===== config.mk =====
export PLATFORM = sky130hd
export DESIGN_NAME = per_sensor_moving_average_alarm
export DESIGN_NICKNAME = d
export VERILOG_FILES = /design/src/hw/rtl/psma_pkg.sv /design/src/hw/rtl/psma_front.sv /design/src/hw/rtl/psma_rsp_q.sv /design/src/hw/rtl/psma_back.sv /design/src/hw/rtl/per_sensor_moving_average_alarm.sv
export SDC_FILE = /design/constraint.sdc
export NUM_CORES = 2
export LEC_CHECK = 0
export ABC_AREA = 0
export BUFFER_PORTS_ARGS = -buffer_cell sky130_fd_sc_hd__buf_2
export CORE_MARGIN = 2
export CORE_UTILIZATION = 55
export DETAILED_ROUTE_END_ITERATION = 10
export GPL_TIMING_DRIVEN = 0
export PLACE_DENSITY_LB_ADDON = 0.2
export RECOVER_POWER = 50
export SYNTH_ARGS = -nofsm -noshare
export SYNTH_HDL_FRONTEND = slang
export SYNTH_HIERARCHICAL = 1
export SYNTH_SLANG_ARGS = --single-unit

===== constraint.sdc =====
create_clock -name clock -period 12.2 [get_ports clock]
set_input_delay 1.22 -clock clock [delete_from_list [all_inputs] [get_ports clock]]
set_output_delay 1.22 -clock clock [all_outputs]
set_load 0.1 [all_outputs]

===== src/hw/rtl/psma_pkg.sv =====
// psma_pkg: types and codes shared by the per-sensor moving average alarm
// depends on nothing; used by every module of the block
package psma_pkg;

   typedef enum logic {
      OP_REGISTER = 1'b0,
      OP_SAMPLE   = 1'b1
   } op_type;

   typedef enum logic [2:0] {
      STAT_OK       = 3'd0,
      STAT_HOT      = 3'd1,
      STAT_COLD     = 3'd2,
      STAT_FILLING  = 3'd3,
      STAT_UNKNOWN  = 3'd4,
      STAT_FULL     = 3'd5
   } status_type;

   typedef enum logic [2:0] {
      S_IDLE,
      S_SCAN,
      S_READ,
      S_UPDATE,
      S_DIV,
      S_FINISH,
      S_DONE
   } state_type;

   localparam logic CSR_MAX_TEMP = 1'b0;
   localparam logic CSR_MIN_TEMP = 1'b1;

   typedef struct packed {
      op_type             op;
      logic [15:0]        node_id;
      logic [15:0]        room_id;
      logic signed [15:0] sample_value;
      logic [31:0]        timestamp;
   } req_type;

   typedef struct packed {
      status_type         status;
      logic [15:0]        room_out;
      logic signed [15:0] average;
      logic [31:0]        last_time;
   } rsp_type;

endpackage


===== src/hw/rtl/psma_front.sv =====
// psma_front: accepts input items, classifies them and queues them for the back end
// depends on psma_pkg
module psma_front import psma_pkg::*; (
   input  logic               clock,
   input  logic               reset,
   input  logic               req_push,
   output logic               req_full,
   input  logic               req_action,
   input  logic [15:0]        req_node_id,
   input  logic [15:0]        req_room_id,
   input  logic signed [15:0] req_sample_value,
   input  logic [31:0]        req_timestamp,
   input  logic               q_pop,
   output logic               q_empty,
   output req_type            q_head
);

   req_type     entry_ff [2];
   logic        wr_ptr_ff, wr_ptr_in;
   logic        rd_ptr_ff, rd_ptr_in;
   logic [1:0]  count_ff, count_in;
   logic        do_push, do_pop;
   req_type     item;

   assign req_full = (count_ff == 2'd2);
   assign q_empty  = (count_ff == 2'd0);
   assign q_head   = entry_ff[rd_ptr_ff];
   assign do_push  = req_push && !req_full;
   assign do_pop   = q_pop && !q_empty;

   always_comb begin
      item.op           = req_action ? OP_SAMPLE : OP_REGISTER;
      item.node_id      = req_node_id;
      item.room_id      = req_room_id;
      item.sample_value = req_sample_value;
      item.timestamp    = req_timestamp;
      wr_ptr_in = do_push ? ~wr_ptr_ff : wr_ptr_ff;
      rd_ptr_in = do_pop ? ~rd_ptr_ff : rd_ptr_ff;
      count_in  = count_ff + 2'(do_push) - 2'(do_pop);
   end

   always_ff @(posedge clock) begin
      if (reset) begin
         wr_ptr_ff <= 1'b0;
         rd_ptr_ff <= 1'b0;
         count_ff  <= 2'd0;
      end else begin
         wr_ptr_ff <= wr_ptr_in;
         rd_ptr_ff <= rd_ptr_in;
         count_ff  <= count_in;
      end
   end

   always_ff @(posedge clock) begin
      if (do_push) begin
         entry_ff[wr_ptr_ff] <= item;
      end
   end

endmodule


===== src/hw/rtl/psma_rsp_q.sv =====
// psma_rsp_q: two-entry result queue in front of the result ports
// depends on psma_pkg
module psma_rsp_q import psma_pkg::*; (
   input  logic    clock,
   input  logic    reset,
   input  logic    push,
   input  rsp_type push_data,
   output logic    full,
   input  logic    rsp_pop,
   output logic    rsp_empty,
   output rsp_type head
);

   rsp_type     entry_ff [2];
   logic        wr_ptr_ff, wr_ptr_in;
   logic        rd_ptr_ff, rd_ptr_in;
   logic [1:0]  count_ff, count_in;
   logic        do_push, do_pop;

   assign full      = (count_ff == 2'd2);
   assign rsp_empty = (count_ff == 2'd0);
   assign head      = entry_ff[rd_ptr_ff];
   assign do_push   = push && !full;
   assign do_pop    = rsp_pop && !rsp_empty;

   always_comb begin
      wr_ptr_in = do_push ? ~wr_ptr_ff : wr_ptr_ff;
      rd_ptr_in = do_pop ? ~rd_ptr_ff : rd_ptr_ff;
      count_in  = count_ff + 2'(do_push) - 2'(do_pop);
   end

   always_ff @(posedge clock) begin
      if (reset) begin
         wr_ptr_ff <= 1'b0;
         rd_ptr_ff <= 1'b0;
         count_ff  <= 2'd0;
      end else begin
         wr_ptr_ff <= wr_ptr_in;
         rd_ptr_ff <= rd_ptr_in;
         count_ff  <= count_in;
      end
   end

   always_ff @(posedge clock) begin
      if (do_push) begin
         entry_ff[wr_ptr_ff] <= push_data;
      end
   end

endmodule


===== src/hw/rtl/psma_back.sv =====
// psma_back: sensor table, sample window memory, running sums and reciprocal divide
// depends on psma_pkg; fed by psma_front, drains into psma_rsp_q
module psma_back import psma_pkg::*; #(
   parameter int MAX_SENSORS = 16,
   parameter int WINDOW      = 5
) (
   input  logic               clock,
   input  logic               reset,
   input  logic               q_empty,
   input  req_type            q_head,
   output logic               q_pop,
   input  logic               rsp_full,
   output logic               rsp_push,
   output rsp_type            rsp_data,
   input  logic signed [15:0] max_temp,
   input  logic signed [15:0] min_temp
);

   localparam int IW    = (MAX_SENSORS > 1) ? $clog2(MAX_SENSORS) : 1;
   localparam int CW    = $clog2(MAX_SENSORS + 1);
   localparam int FW    = $clog2(WINDOW + 1);
   localparam int PW    = (WINDOW > 1) ? $clog2(WINDOW) : 1;
   localparam int DEPTH = MAX_SENSORS * WINDOW;
   localparam int AW    = (DEPTH > 1) ? $clog2(DEPTH) : 1;
   localparam int SW    = 17 + $clog2(WINDOW);
   localparam int MW    = SW - 1;
   localparam int DS    = MW + $clog2(WINDOW);
   localparam int MCW   = MW + 2;
   localparam int PRW   = MW + MCW;
   // ceil(2^DS / WINDOW) gives an exact floor quotient for any magnitude below 2^MW
   localparam longint RECIP_L = ((longint'(1) << DS) + longint'(WINDOW) - longint'(1))
                                / longint'(WINDOW);
   localparam logic [MCW-1:0] RECIP = MCW'(RECIP_L);

   state_type state_ff, state_in;

   logic [15:0]          id_ff   [MAX_SENSORS];
   logic [15:0]          room_ff [MAX_SENSORS];
   logic [31:0]          time_ff [MAX_SENSORS];
   logic signed [15:0]   avg_ff  [MAX_SENSORS];
   logic [FW-1:0]        fill_ff [MAX_SENSORS];
   logic [PW-1:0]        ptr_ff  [MAX_SENSORS];
   logic signed [SW-1:0] sum_ff  [MAX_SENSORS];
   logic signed [15:0]   hist_mem [DEPTH];

   logic [CW-1:0]        count_ff;
   logic [IW-1:0]        idx_ff;
   req_type              item_ff;
   rsp_type              res_ff;
   logic signed [15:0]   rd_ff;
   logic [MW-1:0]        mag_ff;
   logic [PRW-1:0]       prod_ff;
   logic                 neg_ff;
   logic                 found_ff;

   logic                 tbl_full, last_idx, id_hit;
   logic [AW-1:0]        hist_addr;
   logic signed [15:0]   oldest;
   logic signed [SW-1:0] new_sum;
   logic [FW-1:0]        fill_next;
   logic signed [15:0]   avg_val;
   logic [15:0]          q16;

   assign tbl_full  = (count_ff == CW'(MAX_SENSORS));
   assign last_idx  = ((CW'(idx_ff) + CW'(1)) == count_ff);
   assign id_hit    = (id_ff[idx_ff] == item_ff.node_id);
   assign hist_addr = AW'(AW'(idx_ff) * AW'(WINDOW)) + AW'(ptr_ff[idx_ff]);
   // slot is unwritten until the window has filled once
   assign oldest    = (fill_ff[idx_ff] == FW'(WINDOW)) ? rd_ff : 16'sd0;
   assign new_sum   = sum_ff[idx_ff] + SW'(item_ff.sample_value) - SW'(oldest);
   assign fill_next = (fill_ff[idx_ff] < FW'(WINDOW)) ? fill_ff[idx_ff] + FW'(1)
                                                     : fill_ff[idx_ff];
   assign q16       = prod_ff[DS +: 16];
   assign avg_val   = neg_ff ? 16'(-q16) : q16;
   assign rsp_data  = res_ff;

   // next state
   always_comb begin
      state_in = state_ff;
      unique case (state_ff)
         S_IDLE: begin
            if (!q_empty) begin
               if (q_head.op == OP_REGISTER || count_ff == CW'(0)) state_in = S_DONE;
               else state_in = S_SCAN;
            end
         end
         S_SCAN: begin
            if (id_hit) state_in = S_READ;
            else if (last_idx) state_in = S_DONE;
         end
         S_READ:   state_in = S_UPDATE;
         S_UPDATE: begin
            if (fill_next < FW'(WINDOW)) state_in = last_idx ? S_DONE : S_SCAN;
            else state_in = S_DIV;
         end
         S_DIV:    state_in = S_FINISH;
         S_FINISH: state_in = last_idx ? S_DONE : S_SCAN;
         S_DONE:   if (!rsp_full) state_in = S_IDLE;
         default:  state_in = S_IDLE;
      endcase
   end

   // handshake outputs
   always_comb begin
      q_pop    = (state_ff == S_IDLE) && !q_empty;
      rsp_push = (state_ff == S_DONE) && !rsp_full;
   end

   always_ff @(posedge clock) begin
      if (reset) begin
         state_ff <= S_IDLE;
         count_ff <= '0;
      end else begin
         state_ff <= state_in;
         if (q_pop && q_head.op == OP_REGISTER && !tbl_full) begin
            count_ff <= count_ff + CW'(1);
         end
      end
   end

   always_ff @(posedge clock) begin
      unique case (state_ff)
         S_IDLE: begin
            item_ff  <= q_head;
            idx_ff   <= '0;
            found_ff <= 1'b0;
            if (q_pop) begin
               if (q_head.op == OP_REGISTER) begin
                  if (tbl_full) begin
                     res_ff <= '{STAT_FULL, 16'd0, 16'sd0, 32'd0};
                  end else begin
                     id_ff[IW'(count_ff)]   <= q_head.node_id;
                     room_ff[IW'(count_ff)] <= q_head.room_id;
                     time_ff[IW'(count_ff)] <= 32'd0;
                     avg_ff[IW'(count_ff)]  <= 16'sd0;
                     fill_ff[IW'(count_ff)] <= '0;
                     ptr_ff[IW'(count_ff)]  <= '0;
                     sum_ff[IW'(count_ff)]  <= '0;
                     res_ff <= '{STAT_OK, q_head.room_id, 16'sd0, 32'd0};
                  end
               end else begin
                  res_ff <= '{STAT_UNKNOWN, 16'd0, 16'sd0, 32'd0};
               end
            end
         end
         S_SCAN: begin
            if (!id_hit && !last_idx) idx_ff <= idx_ff + IW'(1);
         end
         S_READ: rd_ff <= hist_mem[hist_addr];
         S_UPDATE: begin
            hist_mem[hist_addr] <= item_ff.sample_value;
            sum_ff[idx_ff]  <= new_sum;
            time_ff[idx_ff] <= item_ff.timestamp;
            fill_ff[idx_ff] <= fill_next;
            ptr_ff[idx_ff]  <= (ptr_ff[idx_ff] == PW'(WINDOW - 1)) ? '0
                                                                   : ptr_ff[idx_ff] + PW'(1);
            // only the earliest matching entry is reported
            if (!found_ff) begin
               res_ff <= '{STAT_FILLING, room_ff[idx_ff], avg_ff[idx_ff], item_ff.timestamp};
            end
            if (fill_next < FW'(WINDOW)) begin
               found_ff <= 1'b1;
               if (!last_idx) idx_ff <= idx_ff + IW'(1);
            end
            neg_ff <= new_sum[SW-1];
            mag_ff <= MW'(new_sum[SW-1] ? -new_sum : new_sum);
         end
         S_DIV: begin
            prod_ff <= PRW'(mag_ff) * PRW'(RECIP);
         end
         S_FINISH: begin
            avg_ff[idx_ff] <= avg_val;
            if (!found_ff) begin
               res_ff.average <= avg_val;
               if (avg_val > max_temp) res_ff.status <= STAT_HOT;
               else if (avg_val < min_temp) res_ff.status <= STAT_COLD;
               else res_ff.status <= STAT_OK;
            end
            found_ff <= 1'b1;
            if (!last_idx) idx_ff <= idx_ff + IW'(1);
         end
         S_DONE: begin
         end
         default: begin
         end
      endcase
   end

endmodule


===== src/hw/rtl/per_sensor_moving_average_alarm.sv =====
// per_sensor_moving_average_alarm: top level with threshold registers
// depends on psma_pkg, psma_front, psma_back, psma_rsp_q
//
// Keeps up to MAX_SENSORS sensor entries, each with a WINDOW-deep sample
// window. The back end works on one item at a time. A register item, or a
// sample while the table is empty, goes from S_IDLE straight to S_DONE. A
// sample scans the table one entry per cycle; every entry with a matching
// id is updated in S_READ and S_UPDATE, followed by the reciprocal divide
// in S_DIV and S_FINISH once its window is full. The item is picked up in
// S_IDLE and the result is handed over from S_DONE, which waits while the
// result queue is full. Two-entry queues on the input and result sides let
// either side stall on its own.
module per_sensor_moving_average_alarm import psma_pkg::*; #(
   parameter int MAX_SENSORS = 16,
   parameter int WINDOW      = 5
) (
   input  logic               clock,
   input  logic               reset,
   input  logic               req_push,
   output logic               req_full,
   input  logic               req_action,
   input  logic [15:0]        req_node_id,
   input  logic [15:0]        req_room_id,
   input  logic signed [15:0] req_sample_value,
   input  logic [31:0]        req_timestamp,
   output logic               rsp_empty,
   input  logic               rsp_pop,
   output logic [2:0]         rsp_status,
   output logic [15:0]        rsp_room_out,
   output logic signed [15:0] rsp_average,
   output logic [31:0]        rsp_last_time,
   input  logic               csr_wr_en,
   input  logic               csr_index,
   input  logic [15:0]        csr_data
);

   logic signed [15:0] max_temp_ff, min_temp_ff;
   logic               q_empty, q_pop, res_full, res_push;
   req_type            q_head;
   rsp_type            res_data, head;

   always_ff @(posedge clock) begin
      if (reset) begin
         max_temp_ff <= 16'sd6400;
         min_temp_ff <= 16'sd4608;
      end else if (csr_wr_en) begin
         unique case (csr_index)
            CSR_MAX_TEMP: max_temp_ff <= csr_data;
            CSR_MIN_TEMP: min_temp_ff <= csr_data;
            default: begin
            end
         endcase
      end
   end

   psma_front u_front (
      .clock            (clock),
      .reset            (reset),
      .req_push         (req_push),
      .req_full         (req_full),
      .req_action       (req_action),
      .req_node_id      (req_node_id),
      .req_room_id      (req_room_id),
      .req_sample_value (req_sample_value),
      .req_timestamp    (req_timestamp),
      .q_pop            (q_pop),
      .q_empty          (q_empty),
      .q_head           (q_head)
   );

   psma_back #(
      .MAX_SENSORS (MAX_SENSORS),
      .WINDOW      (WINDOW)
   ) u_back (
      .clock    (clock),
      .reset    (reset),
      .q_empty  (q_empty),
      .q_head   (q_head),
      .q_pop    (q_pop),
      .rsp_full (res_full),
      .rsp_push (res_push),
      .rsp_data (res_data),
      .max_temp (max_temp_ff),
      .min_temp (min_temp_ff)
   );

   psma_rsp_q u_rsp_q (
      .clock     (clock),
      .reset     (reset),
      .push      (res_push),
      .push_data (res_data),
      .full      (res_full),
      .rsp_pop   (rsp_pop),
      .rsp_empty (rsp_empty),
      .head      (head)
   );

   assign rsp_status    = head.status;
   assign rsp_room_out  = head.room_out;
   assign rsp_average   = head.average;
   assign rsp_last_time = head.last_time;

endmodule

# Yosys cells after proc, flatten, opt, wreduce, memory -nomap -nowiden
# Memories as Yosys holds them, arrays and structs flattened. A register that Yosys moved wholly into a read port is not among the register bits.
# Index checks and enable logic that the tools add are counted.
# totals
reg_bits	242
ram_bits	2760
in_bits	103
output_inout_bits	69
word_cells	180
mem_count	9
# op_classes
addsub	14
multipliers	2
n_lt_le_gt_ge	4
n_eq_ne	21
mux	67
n_bitwise	6
reduce_logical	35
# mem_list
memory	words	width	rd	rd_clocked_by_memory_dff	wr	line_no	text
u_back.hist_mem	80	16	1	1	1	psma_back.sv:44	logic signed [15:0] hist_mem [DEPTH];
u_back.sum_ff	16	20	1	1	1	psma_back.sv:43	logic signed [SW-1:0] sum_ff [MAX_SENSORS];
u_back.avg_ff	16	16	1	1	1	psma_back.sv:40	logic signed [15:0] avg_ff [MAX_SENSORS];
u_back.id_ff	16	16	1	1	1	psma_back.sv:37	logic [15:0] id_ff [MAX_SENSORS];
u_back.room_ff	16	16	1	1	1	psma_back.sv:38	logic [15:0] room_ff [MAX_SENSORS];
u_front.entry_ff	2	81	1	1	1	psma_front.sv:18	req_type entry_ff [2];
3 more memories	-	-	-	-	-	-	
# ops
operator	count
$mux W67	4
$mux W16	4
$pmux W32 S2	1
$mux W4	13
$pmux W16 S3	1
$mux W3	13
$mul A19 B20 Y38 const B	1
$pmux W16 S2	1
$mux W1	23
$pmux W3 S7	1
$add A20 B16 Y20	1
$mux W20	1
$reduce_or A20 Y1	1
$sub A20 B16 Y20	1
$mux W19	1
$neg A19 Y19	1
$eq A16 B16 Y1	1
$gt A16 B16 Y1	1
$lt A16 B16 Y1	1
$neg A16 Y16	1
$pmux W4 S4	1
$reduce_or A16 Y1	1
$eq A3 B3 Y1 const B	5
$logic_and A1 B1 Y1	9
33 further kinds	61

# Logic depth before layout (Yosys ltp)
# logic_depth
depth_word	7
mapped_depth	25
ltp_nobuf	22

# Modules after synthesis
# Netlist, hierarchy kept.
# modules_own_cells
module	n_inst	cells_per_inst	area_each_um2	seq_area_each_um2
psma_back	1	5858	107962.3	79876.6
psma_front	1	279	6075.8	4964.8
psma_rsp_q	1	235	5068.6	4124.0
per_sensor_moving_average_alarm	1	128	1368.8	640.6

# Worst setup path before layout
# Ideal clock, no wire load.
# synth_timing
path_kind	reg2reg
start	register u_back.state_ff[2]
end	memory u_back.id_ff[3][0] (enable)
setup_ps	461
t_arrival_ps	8060
required_time_ps	11739
slack_ps	3679
stages_incl_launch_ff	8
n_path_buf	2
synth_period_minus_slack_ps	8521
cell_sequence	dfxtp_1 > clkbuf_1 > nor3_1 > nand2b_1 > clkbuf_1 > nor2_1 > nand2_1 > nor3_1
# synth_between
elab_chain_cells	5
# synth_rtl
element	line_no	text
start, declared	psma_back.sv:35	state_type state_ff, state_in;
start signal, assigned	psma_back.sv:114	state_ff <= state_in;
$logic_not A3 Y1 *	psma_back.sv:105, psma_back.sv:122	
$logic_and A1 B1 Y1	psma_back.sv:105	q_pop = (state_ff == S_IDLE) && !q_empty;
$mux W1	psma_back.sv:127	if (q_pop) begin
$mux W1 *	psma_back.sv:122	unique case (state_ff)
$mux W1 (implied by the code) *	psma_back.sv:132	id_ff[IW'(count_ff)] <= q_head.node_id;
end, declared	psma_back.sv:37	
# Every way passes the cells marked *; elsewhere a longest branch is shown, timed or not.

==> metrics.txt <==
WL/cell 34.23 microns; H-Tree Depth 5; layout cells sized above 1 between 10% and 20%; Die Width ~470 microns; Finish-stage setup viols 52; CP startpoint kind flip-flop; Via density roughly 6.7; Sink Count roughly 3000; final setup TNS -4.520 ns; CTS Buffer Depth 4; f_max slightly above 0.08 GHz; min-delay worst type reg -> reg; core area 217400 sq um; PnR worst setup slack -0.2043 ns; delay-heaviest family, CP buffers and inverters; Synth Warn # 6; Placed Cells 9733; number of synthesized register bits between 3000 and 4000; Required @ worst endpoint roughly 13 ns; ys flop type edfxtp_1; 1st-pass router iterations 10; root buffer cell clkbuf_16; Crit Path Max Fanout 11; violated checks capacitance limit, slew limit, setup timing; Hold Vio Cnt, Final 0; RSZ-0062 raised after global routing no; largest net degree at the start of global routing 60; number of synthesized flops with an enable pin between 2000 and 3000; starting density of the core 55.42%; antenna violations before repair 28; DP HPWL approximately 240000 microns; crit share post-route 101.7%; slew margin rel. -156.4%; slowest CP cell buf_1; GRT Overall Usage 31.36%; antenna viol nets, final 0; CTS resizes 0; Worst-path clk slew approximately 0.06 ns; Buf/Inv on CP 13; GP Congestion 1.025; io pins between 150 and 200; total wire length between 300000 and 400000 microns; Most common cell on crit path clkbuf_1; fraction of registers with async set/reset 0%; Syn Area/Cell approximately 19 sq um; Mapped Area between 100000 and 150000 sq um; Fin Clk Skew between 0.09 and 0.1 ns; Buffers on Ports between 150 and 200; Post-CTS Setup Inserts 0; DR DRC count 0; Post-Synthesis Cells 6500; MaxCap Viol Count 40; Slew Limit Fails 810; total CTS buffers between 300 and 400; first-pass GRT wire length roughly 490000 microns; critical-path cell list buf_2 > buf_4 > buf_2 > buf_2 > clkbuf_1 > clkbuf_1 > buf_2 > mux4_2 > mux4_2 > ha_1 > ha_1 > inv_1 > fa_1 > nor2b_1 > nor2b_1 > clkbuf_1 > clkbuf_1 > clkbuf_1 > buf_1 > nand2_1 > nor2_2 > buf_16; Yosys cell types between 80 and 90; status complete, but fails checks; vias in the first global route between 60000 and 70000; Die Area ~220000 sq um; max incr delay on CP 0.97 ns; Area growth, synth to finish 14.53%; Final Non-Filler Cells 10290; Arr. time, crit path 13.06 ns; syn_nets around 6900; clock latency on the worst-skew pair around 0.98 ns; row count 171; Post-CTS Hold Buffers 0; worst slew pin tran between 3 and 4 ns; Worst Setup End Kind flip-flop; register area share after synthesis between 70% and 80%; CTS tree done; Final min period 12.40 ns; initial drt markers between 10000 and 15000; Nets 7631; Chip Height around 470 microns; gr ovfl total 0; routed via count 68900; critical path class reg -> reg
-- final cells by class --
class / count / area (sq um)
Antenna cell: 8 / 20.02
Buffer: 316 / 1426
Clock buffer: 401 / 8392
Clock inverter: 145 / 1421
Fill cell: 14780 / 79400
Inverter: 329 / 1237
Multi-Input combinational cell: 2851 / 28650
Sequential cell: 3002 / 89610
Tap cell: 2854 / 3571
Timing Repair Buffer: 382 / 3655
-- sequential cells by signal (all words and copies together), names as in the netlist, 19 cells and up, named ones only --
register,flops
u_front/entry_ff,162
u_back/sum_ff,320
u_back/hist_mem,1280
u_back/room_ff,256
u_back/id_ff,256
u_back/rsp_data,67
u_back/ptr_ff,48
u_back/avg_ff,256
u_back/item_ff,64
u_back/fill_ff,48
u_back/mag_ff,19
u_rsp_q/entry_ff,134
-- path summary, 6_finish.rpt --
kind / to / slack, ns / cells after the start / start
worst min-delay path: u_rsp_q/entry_ff[0][1] / 0.45 / 0 / u_back/rsp_data[1]
worst max-delay path: u_back/hist_mem[46][6] / -0.20 / 22 / flip-flop
worst min register to register: u_rsp_q/entry_ff[0][1] / 0.45 / 0 / u_back/rsp_data[1]
worst max register to register: u_back/hist_mem[46][6] / -0.20 / 22 / flip-flop
-- stage by stage --
| stage | setup slack (ns) | util, % | hold slack (ns) | cell area, sq um |
|---|---|---|---|---|
| after floorplan | 3.679 | - | 0.4215 | 120500 |
| after global placement | -2.844 | 57.46 | 0.4216 | 124900 |
| after detailed placement | 0.05310 | 59.64 | 0.4290 | 129700 |
| after CTS | 0.005055 | 64.16 | 0.3886 | 139500 |
| after global routing | 0.04258 | 63.47 | 0.4171 | 138000 |
| final | -0.2043 | 63.47 | 0.4462 | 138000 |
-- synth_stat cells, types with 5 or more instances --
library cell	count	area share [%]
nand3_1	46	0.19
a21oi_1	119	0.49
xnor2_1	79	0.57
clkbuf_1	176	0.55
and2_1	77	0.40
nand4_1	117	0.61
inv_1	326	1.0
nor2b_1	23	0.12
and3_1	13	0.068
or2_2	8	0.042
a22o_1	102	0.74
a311oi_1	6	0.044
o21ai_0	124	0.52
a31oi_1	38	0.20
a21o_1	38	0.24
a31o_2	6	0.044
a221oi_1	109	0.79
fa_1	119	2.0
or3_1	6	0.031
buf_2	46	0.19
o21a_1	14	0.087
xor2_1	39	0.28
edfxtp_1	2948	73
o211ai_1	30	0.19
a22oi_1	378	2.4
mux2_2	162	1.5
mux4_2	345	6.4
mux2i_1	80	0.66
o31ai_1	5	0.031
nand2_1	121	0.38
nor4_1	16	0.083
o21bai_1	7	0.044
buf_6	10	0.093
nor2_1	232	0.72
buf_4	16	0.10
a211oi_1	16	0.10
buf_1	65	0.20
mux4_1	13	0.28
nand2b_1	54	0.28
dfxtp_1	54	0.90
nor3_1	30	0.12
ha_1	212	2.2
-- metal layers --
layer,vias up,GRT usage (%),wire length [microns],share of wire (%)
met5,-,0,153,0.043
met4,22,14.14,19400,5.5
met3,1080,9.256,47280,13
met2,5108,46.82,156000,44
met1,35200,43.07,129400,37
li1,27490,-,-,-
-- logic make-up (layout without fill, tap and decap cells) --
kind of cell | Yosys count | in the layout | share of synthesized area [%]
AO/OA/AOI/OAI | 1031 | 1031 | 6.156
XOR/XNOR | 118 | 118 | 0.8578
adder cells (fa/ha/maj) | 331 | 331 | 4.179
buffers and inverters | 647 | 1573 | 2.235
flip-flops | 3002 | 3002 | 74.38
multiplexers | 604 | 604 | 8.962
other | 0 | 8 | 0
AND/OR/NAND/NOR | 767 | 767 | 3.234
-- placed cells by master, fill, tap and decap left out, drive strengths merged, types with 24 or more instances in the layout --
master	Yosys	final
a22o	102	102
a21o	39	39
and2	79	79
ha	212	212
a221oi	109	109
nand4	117	117
o211ai	30	30
inv	328	335
nand2b	57	57
a31oi	38	38
mux2	166	166
nand3	46	46
clkinv	1	101
clkbuf	176	705
o21ai	127	127
bufinv	0	26
buf	142	393
nand2	122	122
xor2	39	39
fa	119	119
nor2	232	232
a21oi	119	119
mux4	358	358
nor2b	24	24
xnor2	79	79
nor3	30	30
dfxtp	54	54
edfxtp	2948	2948
a22oi	378	378
mux2i	80	80
Power is not shown: default switching activity piles up to over one toggle a cycle in this logic, so the estimate is an artifact.
